`config.mk`:
```
export PLATFORM = sky130hd
export DESIGN_NAME = abr_div
export DESIGN_NICKNAME = d
export VERILOG_FILES = /design/src/rtl/abr_div.sv
export SDC_FILE = /design/constraint.sdc
export NUM_CORES = 2
export LEC_CHECK = 0
export ABC_CLOCK_PERIOD_IN_PS = 3300
export BUFFER_PORTS_ARGS = -buffer_cell sky130_fd_sc_hd__buf_2
export CAP_MARGIN = 20
export CORE_MARGIN = 1
export CORE_UTILIZATION = 25
export CTS_CLUSTER_SIZE = 40
export DETAILED_ROUTE_END_ITERATION = 6
export GPL_ROUTABILITY_DRIVEN = 0
export PLACE_DENSITY_LB_ADDON = 0.3
export SLEW_MARGIN = 20
export SYNTH_ARGS = -nofsm -noshare
export SYNTH_HDL_FRONTEND = slang
export SYNTH_SLANG_ARGS = --single-unit
```
`constraint.sdc`:
```
create_clock -name clk -period 3.3 [get_ports clk]
set_input_delay 0.165 -clock clk [delete_from_list [all_inputs] [get_ports clk]]
set_output_delay 0.165 -clock clk [all_outputs]
set_load 0.005 [all_outputs]
```
`src/rtl/abr_div.sv`:
```
`default_nettype none

// Pipelined restoring divider, one quotient bit per stage, several lanes
// sharing one divisor. The numerator must satisfy (num >> Q_W) < den.
module abr_div #(
  parameter int LANES = 3,
  parameter int NUM_W = 24,
  parameter int DEN_W = 17,
  parameter int Q_W   = 8,
  parameter int TAG_W = 9
) (
  input  wire logic                        clk,
  input  wire logic                        rst,
  input  wire logic                        in_valid,
  input  wire logic [LANES-1:0][NUM_W-1:0] num,
  input  wire logic [DEN_W-1:0]            den,
  input  wire logic [TAG_W-1:0]            tag,
  output logic                             out_valid,
  output logic      [LANES-1:0][Q_W-1:0]   quo,
  output logic      [TAG_W-1:0]            out_tag
);

  logic [LANES-1:0][DEN_W-1:0] r_rem [Q_W];
  logic [LANES-1:0][Q_W-1:0]   r_nq  [Q_W];
  logic [DEN_W-1:0]            r_den [Q_W];
  logic [TAG_W-1:0]            r_tag [Q_W];
  logic [Q_W-1:0]              r_valid;

  for (genvar i = 0; i < Q_W; i++) begin : g_stage
    logic [LANES-1:0][DEN_W-1:0] p_rem;
    logic [LANES-1:0][Q_W-1:0]   p_nq;
    logic [DEN_W-1:0]            p_den;
    logic [TAG_W-1:0]            p_tag;
    logic                        p_valid;
    logic [LANES-1:0][DEN_W-1:0] rem_next;
    logic [LANES-1:0][Q_W-1:0]   nq_next;

    if (i == 0) begin : g_first
      for (genvar l = 0; l < LANES; l++) begin : g_init
        assign p_rem[l] = DEN_W'(num[l] >> Q_W);
        assign p_nq[l]  = num[l][Q_W-1:0];
      end
      assign p_den   = den;
      assign p_tag   = tag;
      assign p_valid = in_valid;
    end else begin : g_next
      assign p_rem   = r_rem[i-1];
      assign p_nq    = r_nq[i-1];
      assign p_den   = r_den[i-1];
      assign p_tag   = r_tag[i-1];
      assign p_valid = r_valid[i-1];
    end

    always_comb begin
      logic [DEN_W:0] trial;
      logic           ge;
      for (int l = 0; l < LANES; l++) begin
        trial       = {p_rem[l], p_nq[l][Q_W-1]};
        ge          = trial >= {1'b0, p_den};
        rem_next[l] = ge ? DEN_W'(trial - {1'b0, p_den}) : trial[DEN_W-1:0];
        nq_next[l]  = Q_W'({p_nq[l], ge});
      end
    end

    always_ff @(posedge clk) begin
      if (rst) begin
        r_valid[i] <= 1'b0;
      end else begin
        r_valid[i] <= p_valid;
      end
    end

    always_ff @(posedge clk) begin
      r_rem[i] <= rem_next;
      r_nq[i]  <= nq_next;
      r_den[i] <= p_den;
      r_tag[i] <= p_tag;
    end
  end

  assign out_valid = r_valid[Q_W-1];
  assign quo       = r_nq[Q_W-1];
  assign out_tag   = r_tag[Q_W-1];

endmodule

`default_nettype wire

```
== Word-level counts from Yosys, hierarchy flattened ==
Memory sizes are Yosys's and may differ from the RTL's.
Cells that the tools add are included.
Storage, ports and cells
  register bits: 8
  RAM bits: 808
  input bits: 101
  output and inout port bits: 34
  memories kept: 4
Operators by class
  $add $sub $neg: 24
  order comparisons: 24
  mux-type cells: 24
Memory list
  r_rem: depth 8, width 51, rd ports 7, clocked after memory_dff 0, wr ports 8, line 23  | logic [LANES-1:0][DEN_W-1:0] r_rem [Q_W];
  r_nq: depth 8, width 24, rd ports 8, clocked after memory_dff 0, wr ports 8, line 24  | logic [LANES-1:0][Q_W-1:0] r_nq [Q_W];
  r_den: depth 8, width 17, rd ports 7, clocked after memory_dff 0, wr ports 8, line 25  | logic [DEN_W-1:0] r_den [Q_W];
  r_tag: depth 8, width 9, rd ports 8, clocked after memory_dff 0, wr ports 8, line 26  | logic [TAG_W-1:0] r_tag [Q_W];
Operator list (count)
  $mux W17: 24
  $sub A17 B17 Y17: 24
  $ge A18 B17 Y1: 21
  $ge A17 B17 Y1: 3

== Depth between registers and ports, before layout ==
An unclocked memory read counts as a cell.
  depth after elaboration: 3
  gate-level depth with buffers: 13

== Least setup slack after synthesis ==
No wires, ideal clock.
  path kind: reg2reg
  start: memory r_den[4][0]
  end: memory r_rem[5][29] in the netlist's numbering
  library setup time: 0.121 ns
  arrival time: 3.020 ns
  slack: 0.160 ns
  stages on the path, launching flop included: 13
  buffers on the path: 1
  clock period less this slack: 3.140 ns
  cells stage by stage: dfxtp_1 > ha_1 > inv_1 > fa_1 > a211o_1 > a2111oi_2 > nor3_1 > a41o_1 > nor2_1 > o21ai_1 > a41oi_4 > buf_6 > mux2_2
RTL lines (line)
  start, declared: 25
  end, declared: 23

==> summary.md <==
| Metric | Value |
|---|---|
| Nets@finish | 4641 |
| Endpoint required time on the critical path | 3880 ps |
| Number of fill cells in the layout | 15135 |
| Worst-Margin Slew | 663 ps |
| Metal-1 WL | 46100 um |
| Worst setup slack after layout | 121 ps |
| Number of I/O port buffers | 134 |
| Critical path buffer and inverter count | 4 |
| Chain of cells forming the critical path | inv_1, ha_1, inv_1, fa_1, a211o_1, a2111oi_4, nor3_2, a41o_1, nor2_1, o21ai_1, a41oi_4, buf_12, clkbuf_16, mux2_2 |
| Clock Skew | 53.6 ps |
| Hold path cells | 2 |
| Detail-routed net length per standard cell | 16.3 um |
| Final wirelength | 99500 um |
| Maximum number of pins on one net before global-route repair | 30 |
| Power per unit of standard cell area | 1040 nW/um^2 |
| Top routing layer in use | met4 |
| Leakage | 0.0198 uW |
| Insertion delay to the later sink of the worst-skew pair | 700 ps |
| Post-Synth XOR/XNOR Area | 0.0667 |
| Cell count along the critical path | 14 |
| Area of the core region | 146000 sq um |
| Highest ir drop seen on vdd | 0.446 mV |
| Portion of netlist area occupied by mux cells | 0.0760 |
| Final period utilization | 0.963 |
| Antenna diodes | 0 |
| Number of antenna violations at the first check in global routing | 1 |
| Residual antenna-violating net count after detailed routing | 0 |
| Number of cells on the worst reg-to-reg path | 14 |
| Half-perimeter wire length after placement | 78600 um |
| Slowest CP cell | fa_1 |
| Area of the multi-input gates | 20900 sq um |
| Largest family of logic cells by synthesized area | compound AO/OA/AOI/OAI gates |
| Layout cells sized above 1 | 0.158 |
| Family of cells with the greatest summed delay on the critical path | compound AO/OA/AOI/OAI gates |
| Synthesized-area fraction occupied by adder cells | 0.150 |
| Sequential standard cell area | 15000 sq um |
| CTS tree | done |
| Number of H-tree levels | 3 |
| Gate count of the mapped netlist | 3733 |
| Post-Syn Nets | 4263 |
| Hold Fails Final Rpt | 0 |
| Result of the run | complete, no violations |
| Number of endpoints failing setup at the final stage | 0 |
| Sort of element at the start of the critical path | flip-flop |
| Most used cells in the layout excluding fill and tap cells | 744 x dfxtp_1, 406 x ha_1, 307 x a21oi_1 |
| Simple-gate portion of the synthesized area | 0.104 |
| Final Critical Period | 3180 ps |
| Synth async-reset ratio | 0 |
| Per-instance average area after synthesis | 9.88 sq um |
| Most frequent standard cell in the layout excluding fill and tap cells | dfxtp_1 |
| Count of pins on the block boundary | 135 |
| Crit path largest cell delay | 380 ps |
| DR WL met2 | 46600 um |
| Area fraction in compound gates after synthesis | 0.165 |
| Number of enable-type register cells in the synthesized netlist | 0 |
| Layout-stage area growth over the synthesis result | 22.1% |
| Post-synthesis cell type count | 83 |
| Yosys warning count | 0 |
| Class of the most critical hold timing path | input port to flip-flop |
| Filler-free cell count of the finished design | 6100 |
| Wire length of the first global-routing pass | 150000 um |
| Clock buffer count from CTS | 90 |
| First drt pass iteration count | 5 |
| Number of DRC markers after the initial detailed-route iteration | 1046 |
| Cells after DPL | 5823 |
| Number of DRC violations after detailed routing | 0 |
| Worst-path clk slew | 60 ps |
| Width of the die | 386 um |
| Library cell appearing most often on the critical path | inv_1 |
| Initial cell density of the core | 0.253 |
| Routed met3 length | 3610 um |
| Vias in the first global route | 27436 |
| Max Freq | 315 MHz |
| Total of max-cap violations | 0 |
| Clock root buffer master | clkbuf_16 |
| Arr. time, crit path | 3760 ps |
| Worst-path fanout max | 9 |
| GR Util All Layers | 0.129 |
| Start-to-end type of the worst setup path | flip-flop to flip-flop |
| Count of standard-cell rows | 140 |
| Buffer depth of the longest clock path | 3 |
| Number of storage elements in the synthesis netlist | 748 |
| Category of the worst setup path capture point | flip-flop |
| Post-synthesis sequential area ratio | 0.406 |
| Worst slack after detailed placement | -39.1 ps |
| Vertical extent of the die | 386 um |
| CTS Sinks | 748 |
| Synth Cell Area | 36900 sq um |
| Via count | 27651 |
| Count of pins over their slew limit | 0 |
| Most instantiated flip-flop cell in the synthesis netlist | dfxtp_1 |
| Headroom to the max-slew limit | 0.557 |
| Floorplan die area | 149000 sq um |
| Final global-route overflow total | 0 |
| Via count normalized by instance count | 4.53 |
state kept, by name, summed over array words and instances (netlist names):
register and flops:
r_rem 357, r_nq 192, r_den 119, r_tag 72, g_stage.p_valid 7, out_valid 1
synthesized netlist by cell type (31+ instances only):
library cell / n / area share
dfxtp_1: 748 / 0.41
ha_1: 408 / 0.14
a21oi_1: 311 / 0.042
nor2_1: 273 / 0.028
inv_1: 247 / 0.025
mux2_2: 197 / 0.060
xnor2_1: 169 / 0.040
nand2_1: 157 / 0.016
a21o_1: 137 / 0.028
o21ai_0: 137 / 0.019
xor2_1: 112 / 0.027
nor3_1: 60 / 0.0081
nand3_1: 57 / 0.0077
nor2b_1: 51 / 0.0086
nand4_1: 48 / 0.0081
nand2b_1: 42 / 0.0071
o21a_1: 40 / 0.0081
o21bai_1: 40 / 0.0081
a211oi_1: 34 / 0.0069
a31oi_1: 34 / 0.0058
clkbuf_1: 34 / 0.0035
and3_1: 31 / 0.0053
worst paths after layout:
kind	start	to	slack, ps
hold / removal	num[48]	r_nq[0][17]	110
setup reg to reg	r_nq[1][15]	r_rem[5][23]	120
hold reg to reg	r_nq[1][58]	r_nq[1][83]	290
setup / recovery	r_nq[1][15]	r_rem[5][23]	120
kinds of logic after synthesis:
kind of cell | after synthesis
AO/OA/AOI/OAI | 924
XOR/XNOR | 281
adder cells (fa/ha/maj) | 429
buffers and inverters | 301
flip-flops | 748
multiplexers | 250
AND/OR/NAND/NOR | 800
cell type report:
cell class	instances	area share
well taps	1917	0.0532
clock inverters	48	0.0130
multi-input cells	2684	0.464
clock buffers	116	0.0544
flip-flops and latches	748	0.333
inverters	247	0.0206
repair buffers	340	0.0622
per-stage QoR:
| step | hold WS [ps] | setup TNS (ps) | cell area, sq um | utilization | total power [uW] |
|---|---|---|---|---|---|
| after floorplan | 193 | 0 | 36900 | - | 29700 |
| after global placement | 267 | -3150 | 40700 | 0.279 | 35800 |
| after detailed placement | 269 | -790 | 40700 | 0.279 | 36100 |
| after CTS | 34.7 | 0 | 44800 | 0.307 | 46900 |
| after global routing | 72.7 | -10.2 | 45000 | 0.308 | 50200 |
| final | 115 | 0 | 45000 | 0.308 | 46700 |
timing repair:
| item | 4_1_cts | 5_1_grt |
|---|---|---|
| endpoints found under the setup margin | 37 | 121 |
| buffers inserted | 2 | 7 |
| resized for setup | 8 | 21 |
| gates cloned | 1 | 2 |
| pin swaps | 2 | 10 |
| endpoints found under the hold margin | 107 | 0 |
| hold buffers | 101 | 0 |
power breakdown:
group,internal (uW),switching [uW]
clock network,5870,4110
logic,11100,11700
registers,12100,1910
layer usage:
metal  GRT usage  vias up
met3      0.0194      155
met4      0.0485        0
met2       0.220      512
li1            -    14086
met1       0.164    12898
met5           0        -
Note: power is estimated with default switching activity, not from simulation.
