### src/rtl/abr_ratio.sv
`default_nettype none

// Restoring divider that produces one quotient bit per cycle.
module abr_ratio #(
  parameter int Q_W   = 23,
  parameter int DEN_W = 9
) (
  input  wire logic             clk,
  input  wire logic             rst,
  input  wire logic             start,
  input  wire logic [Q_W-1:0]   num,
  input  wire logic [DEN_W-1:0] den,
  output logic                  busy,
  output logic      [Q_W-1:0]   quo
);

  localparam int CNT_W = $clog2(Q_W + 1);

  logic [CNT_W-1:0] cnt;
  logic [DEN_W-1:0] rem;
  logic [Q_W-1:0]   nq;
  logic [DEN_W:0]   trial;
  logic             ge;
  logic [DEN_W-1:0] rem_next;
  logic [Q_W-1:0]   nq_next;

  always_comb begin
    trial    = {rem, nq[Q_W-1]};
    ge       = trial >= {1'b0, den};
    rem_next = ge ? DEN_W'(trial - {1'b0, den}) : trial[DEN_W-1:0];
    nq_next  = Q_W'({nq, ge});
  end

  always_ff @(posedge clk) begin
    if (rst) begin
      cnt <= '0;
    end else if (start) begin
      cnt <= CNT_W'(Q_W);
    end else if (cnt != '0) begin
      cnt <= cnt - 1'b1;
    end
  end

  always_ff @(posedge clk) begin
    if (start) begin
      rem <= '0;
      nq  <= num;
    end else if (cnt != '0) begin
      rem <= rem_next;
      nq  <= nq_next;
    end
  end

  assign busy = cnt != '0;
  assign quo  = nq;

endmodule

`default_nettype wire

### config.mk
export PLATFORM = sky130hd
export DESIGN_NAME = abr_ratio
export DESIGN_NICKNAME = d
export VERILOG_FILES = /design/src/rtl/abr_ratio.sv
export SDC_FILE = /design/constraint.sdc
export NUM_CORES = 1
export LEC_CHECK = 0
export ABC_AREA = 1
export BUFFER_PORTS_ARGS = -buffer_cell sky130_fd_sc_hd__buf_2
export CORE_ASPECT_RATIO = 2
export CORE_UTILIZATION = 56
export DETAILED_ROUTE_END_ITERATION = 7
export PLACE_DENSITY = 0.93
export RECOVER_POWER = 100
export REMOVE_ABC_BUFFERS = 1
export SETUP_SLACK_MARGIN = 0.3
export SLEW_MARGIN = 20
export SYNTH_ARGS = -nofsm -noshare
export SYNTH_HDL_FRONTEND = slang
export SYNTH_SLANG_ARGS = --single-unit
export TNS_END_PERCENT = 100
### constraint.sdc
create_clock -name clk -period 3.9 [get_ports clk]
set_clock_uncertainty 0.2 [all_clocks]
set_input_delay 0.39 -clock clk [delete_from_list [all_inputs] [get_ports clk]]
set_output_delay 0.39 -clock clk [all_outputs]
set_load 0.02 [all_outputs]
* Yosys cells after proc, flatten, opt, wreduce, memory -nomap -nowiden
Index checks and enable logic that the tools add are counted.
** Word-level totals
- Flip-flop bits (word level) :: 37
- Output and inout bits :: 24
** Operators by class
- Add/sub/neg operators :: 2
- $lt $le $gt $ge :: 1
- Multiplexer cells :: 5
- Reductions and logical operators :: 3
** Operator list (count)
- 23-bit two-way mux :: 2
- 10-bit by 9-bit greater-or-equal comparator with 1-bit output :: 1
- 5-bit two-way mux :: 2
- 9-bit two-way mux :: 1
- 9-bit subtractor :: 1
- 5-bit nonzero test :: 1
- 5-bit by 1-bit subtractor with 5-bit output, second input constant :: 1
- 2-bit nonzero test :: 1
- 2-bit OR reduction :: 1

* Longest topological paths before layout
- Depth in word-level cells :: 3
- Mapped depth :: 12
- Mapped depth without buffers :: 12

* Worst setup path after synthesis
Ideal clock, no wire load.
- Path kind :: reg-to-reg
- From :: reg nq[22] (netlist: quo[22])
- To :: reg nq[0] (netlist: quo[0]) (data pin)
- Library setup time :: 262 ps
- Arrival :: 1657 ps
- Data required time :: 3438 ps
- Slack :: 1782 ps
- Cell stages (with the launch flop) :: 10
- Period minus slack after synthesis :: 2118 ps
- Cell sequence :: edfxtp_1 > inv_1 > ha_1 > inv_1 > fa_1 > nand2_1 > nand3_2 > nand2_2 > buf_6 > a31oi_1
** On the way
- Cells in the longest elaborated chain, start to end :: 3
** Ends and longest elaborated chain
- from (decl) :: RTL line 21 : logic [Q_W-1:0] nq;
- from (signal assigned) :: RTL line 47 : nq <= num;
- from (signal assigned) :: RTL line 50 : nq <= nq_next;
- 10-bit by 9-bit greater-or-equal comparator with 1-bit output :: RTL line 29 : ge = trial >= {1'b0, den};
- 23-bit two-way mux :: RTL line 48 : end else if (cnt != '0) begin
- 23-bit two-way mux :: RTL line 45 : if (start) begin
Every way passes these cells. The select of a mux whose other input is x is not followed.
A chain may end at the register's enable or synchronous reset.

* Worst setup path in the final report
- From :: reg cnt[0]
- To :: reg cnt[1]
** On the way
- Cells in the longest elaborated chain, start to end :: 3
- Elaborated cells on any way between the ends :: 5
- Classes of those cells :: 1 x add/sub; 2 x mux; 2 x reduce/logical
** Ends and longest elaborated chain
- from (decl) :: RTL line 19 : logic [CNT_W-1:0] cnt;
- from (signal assigned) :: RTL line 38 : cnt <= CNT_W'(Q_W);
- from (signal assigned) :: RTL line 40 : cnt <= cnt - 1'b1;
- 5-bit by 1-bit subtractor with 5-bit output :: RTL line 40
- 5-bit two-way mux :: RTL line 39 : end else if (cnt != '0) begin
- 5-bit two-way mux :: RTL line 37 : end else if (start) begin
Several ways; a longest one is shown, not always the timed one. The select of a mux whose other input is x is not followed.

==> summary by stage <==
Status
The run finished with clean final reports.

Die
The initial core utilization is 59.1%. The width of the die is 45.8 um. The floorplan step set the die height to approximately 90 um. The area of the die is 4110 um^2.

The floorplan step defined a core boundary enclosing 3650 um^2. Pin placement for this block handled between 50 and 60 I/O pins. The standard-cell row count is 31.

Hold path
The hold-critical path depth is 2. The launch point of the worst hold path is rst. The min-delay analysis places its worst path in the category input pin to flop. The hold-critical path endpoint is cnt[2]$_SDFFE_PP0P_.

Synthesis
The synthesized flop and latch total is 37. The synthesized netlist occupies a cell area of about 2200 um^2. The post-synthesis cell type with the largest combined area is sky130_fd_sc_hd__edfxtp_1. The synthesized design devotes to its leading area cell type about a third of total area. The synthesized area per cell is 7.77 um^2.

During synthesis, Yosys emitted a total of 0 warnings. After synthesis, the netlist uses 28 different library cells. By area the synthesized netlist is led by sky130_fd_sc_hd__edfxtp_1 32%, sky130_fd_sc_hd__nand2_1 20%, sky130_fd_sc_hd__dfxtp_1 13%, sky130_fd_sc_hd__inv_1 6.3%, sky130_fd_sc_hd__ha_1 5.8%.

Summing the sequential cell areas from Yosys gives between 40% and 50% of the chip area. Synthesis handed over a netlist of approximately 280 instances.

Detailed routing
The routed wire length per instance is roughly 12 um. The sum of met2 wire segment lengths after detailed routing is between 2000 and 3000 um. After detailed routing, the number of remaining DRC violations is 0. In the final routing, the length of wire on met1 measures 1720 um.

Summed over all nets, wire length on met3 after detailed routing comes to between 200 and 300 um. The sum of routed wire length over all layers is approximately 4700 um. The detailed router finished its first iteration with 71 violations. The count of nets left with antenna violations once routing finished came out at 0. The count of TritonRoute iterations in the first routing pass is 5.

In the routed layout, each cell is associated on average with a via count of ~5.1. The highest metal layer carrying signal wires in the routed design is met4. The final route contains between 1500 and 2000 vias.

Worst setup path
The classification of the worst setup path is flop to flop. For flop-to-flop paths, the worst setup slack is about 1.2 ns. The type of destination of the critical path is a flop. The reg-to-reg startpoint is cnt[0]$_SDFFE_PP0P_.

The maximum net fanout on the critical path is 28. The critical path data arrival time is between 2 and 3 ns. The endpoint required time on the critical path is between 3 and 4 ns. The worst register-to-register path ends at cnt[1]$_SDFFE_PP0P_. The worst setup path is launched from a flop.

The number of cell instances on the worst register-to-register path is 8.

GRT
The number of global-route vias before repair is 1852. The number of antenna violations at the first check in global routing was 0. The global-route wire length before repair is ~7400 um.

Entering global routing, the biggest net connects 29 pins. For this run, the total global-route usage over all layers was measured as between 20% and 30%. The overflow left after global routing is 0.

Cells and area
The antenna diode count is 0. Measured on the finished design, the core utilization comes to about 69%. The count of nets after finishing is ~380. In the layout the commonest cells are 114 x sky130_fd_sc_hd__nand2_1, 37 x sky130_fd_sc_hd__inv_1, 33 x sky130_fd_sc_hd__buf_2, 26 x sky130_fd_sc_hd__clkbuf_1. The most frequent standard cell in the layout excluding fill and tap cells is sky130_fd_sc_hd__nand2_1. The area added between synthesis and finish is 16.9%. Summing all non-filler instances in the final layout gives an area of ~2500 um^2. The share of cells above drive strength 1 is around 15%.

STA
The number of hold violations in the final report is 0. The relative slew slack is a little over a quarter. The final count of negative-setup-slack endpoints is 0. The fraction of the cycle the final worst path needs is 69.0%. For the pin with the worst max-slew slack, the measured transition is roughly 1.1 ns. Setup repair after global routing left no endpoint under its margin.

Based on the critical path, the design can be clocked at up to roughly 370 MHz. The number of max-slew violations in the final report was 0. The routed design could run at a clock period as short as 2.69 ns. In the final timing run, aggregate negative setup slack is 0 ns.

Power and ir drop
The part of the total power dissipated in sequential elements is 38.0%. The share of total power dissipated in the clock network is between 20 and 25%. The worst-case IR drop observed on VDD is 0.301 mV. For this design the total switching power over the nets is between 0.0005 and 0.0006 W.

The internal power summed over all cells is roughly 0.00090 W. The switching share of total power is approximately 38%. In this run the static leakage power is about 1.3 nW.

The power density over the cells is around 580 nW/um^2. The logic gate share of total power is approximately two fifths.

CTS
The clock passes through at most 2 buffers. Clock-pin slew was measured on the worst setup and hold paths at 0.07 ns. Once the clock tree was built, the resizer swapped 0 gates to a different size. The clock latency of the later-clocked register in the worst-skew pair is ~0.29 ns. Once the clock tree was built, the setup fixing pass inserted 0 buffers.

The CTS buffer count is 5. The total number of clock tree sinks is 37. The hold buffer count at cts is 0. Clock tree synthesis selected as its root buffer the cell sky130_fd_sc_hd__clkbuf_8. CTS built an H-tree with a depth of 2. TritonCTS built the clock tree.

Placement
The final weighted congestion in routability-driven placement is between 0.8 and 0.9. The count of buffers from port buffering is 58. Summed over all nets, the half-perimeter wirelength after detailed placement is approximately 3600 um. The cell area after placement is approximately 2500 um^2.

Job
The number of max-cap violations is 0.
[cell families (layout without fill, tap and decap cells)]
| logic type | after synthesis | count (layout) | synth area share (%) |
|---|---|---|---|
| and+or+nand+nor | 164 | 164 | 34.0 |
| buffers and inverters | 45 | 105 | 8.60 |
| DFF | 37 | 37 | 45.1 |
| AOI/OAI and AO/OA | 16 | 16 | 3.95 |
| adders and majority gates | 11 | 11 | 6.74 |
| xor gates and xnor gates | 4 | 4 | 1.63 |
[flip-flops by register name, summed over array words and instances (netlist names)]
signal  cells
quo        23
rem         9
cnt         5
[metal layers]
metal / vias up / GRT usage (%)
met5: - / 0
met4: 0 / 16.8
met3: 16 / 5.00
met2: 86 / 46.2
met1: 870 / 21.9
li1: 989 / -
[metrics by stage]
| step | setup slack [ns] | hold WS, ns | instances | total power [W] |
|---|---|---|---|---|
| 2_1_floorplan | 1.74 | 0.233 | 270 | 0.00100 |
| 3_3_place_gp | 1.61 | 0.247 | 378 | 0.00113 |
| 3_5_place_dp | 1.55 | 0.252 | 378 | 0.00115 |
| 4_1_cts | 1.63 | 0.0988 | 386 | 0.00147 |
| 5_1_grt | 1.02 | 0.0959 | 386 | 0.00155 |
| 6_report | 1.21 | 0.101 | 386 | 0.00145 |
[cells in the mapped netlist]
master / n
sky130_fd_sc_hd__a21oi_1: 7
sky130_fd_sc_hd__a21oi_2: 1
sky130_fd_sc_hd__a31oi_1: 1
sky130_fd_sc_hd__buf_2: 1
sky130_fd_sc_hd__buf_6: 2
sky130_fd_sc_hd__clkbuf_1: 4
sky130_fd_sc_hd__clkinv_1: 1
sky130_fd_sc_hd__dfxtp_1: 14
sky130_fd_sc_hd__edfxtp_1: 23
sky130_fd_sc_hd__fa_1: 1
sky130_fd_sc_hd__ha_1: 10
sky130_fd_sc_hd__inv_1: 36
sky130_fd_sc_hd__inv_2: 1
sky130_fd_sc_hd__nand2_1: 112
sky130_fd_sc_hd__nand2_2: 5
sky130_fd_sc_hd__nand3_1: 22
sky130_fd_sc_hd__nand3_2: 5
sky130_fd_sc_hd__nand3b_1: 3
sky130_fd_sc_hd__nand4_1: 1
sky130_fd_sc_hd__nor2_1: 9
sky130_fd_sc_hd__nor2_2: 3
sky130_fd_sc_hd__nor2_8: 1
sky130_fd_sc_hd__nor3_1: 2
sky130_fd_sc_hd__o21ai_0: 1
sky130_fd_sc_hd__o21ai_1: 6
sky130_fd_sc_hd__or2_4: 1
sky130_fd_sc_hd__xnor2_1: 3
sky130_fd_sc_hd__xor2_1: 1
[how the worst max path moves through the flow]
stage	startpoint	end	slack (ns)
3_3_place_gp	den[3]	rem[6]$_SDFFE_PP0P_	1.61
2_1_floorplan	quo[22]$_DFFE_PP_	rem[0]$_SDFFE_PP0P_	1.74
6_report	cnt[0]$_SDFFE_PP0P_	cnt[1]$_SDFFE_PP0P_	1.21
3_5_place_dp	den[5]	rem[4]$_SDFFE_PP0P_	1.55
4_1_cts	quo[22]$_DFFE_PP_	rem[6]$_SDFFE_PP0P_	1.63
5_1_grt	cnt[0]$_SDFFE_PP0P_	cnt[1]$_SDFFE_PP0P_	1.02
[critical path: stages (launching register included)]
cell and delay [ns]:
sky130_fd_sc_hd__dfxtp_1 0.30, sky130_fd_sc_hd__inv_1 0.10, sky130_fd_sc_hd__ha_1 0.20, sky130_fd_sc_hd__nand2_1 0.08
sky130_fd_sc_hd__or2_0 0.29, sky130_fd_sc_hd__nor2_1 0.44, sky130_fd_sc_hd__inv_1 0.57, sky130_fd_sc_hd__o21ai_0 0.33
sky130_fd_sc_hd__a21oi_1 0.06
[power groups by stage]
stage / clock (W) / sequential [W] / combinational [W]
final: 0.000320 / 0.000551 / 0.000577
after global placement: 0 / 0.000553 / 0.000578
after detailed placement: 0 / 0.000555 / 0.000596
after global routing: 0.000339 / 0.000559 / 0.000653
after CTS: 0.000324 / 0.000548 / 0.000598
after floorplan: 0 / 0.000591 / 0.000411
[layout make-up]
| type | instances | area [um^2] |
|---|---|---|
| Clock buffer | 5 | 68.8 |
| Clock inverter | 3 | 41.3 |
| Fill cell | 311 | 1130 |
| Inverter | 38 | 143 |
| Multi-Input combinational cell | 195 | 968 |
| Sequential cell | 37 | 971 |
| Tap cell | 49 | 61.3 |
| Timing Repair Buffer | 59 | 263 |
Note: power is estimated with default switching activity, not from simulation.
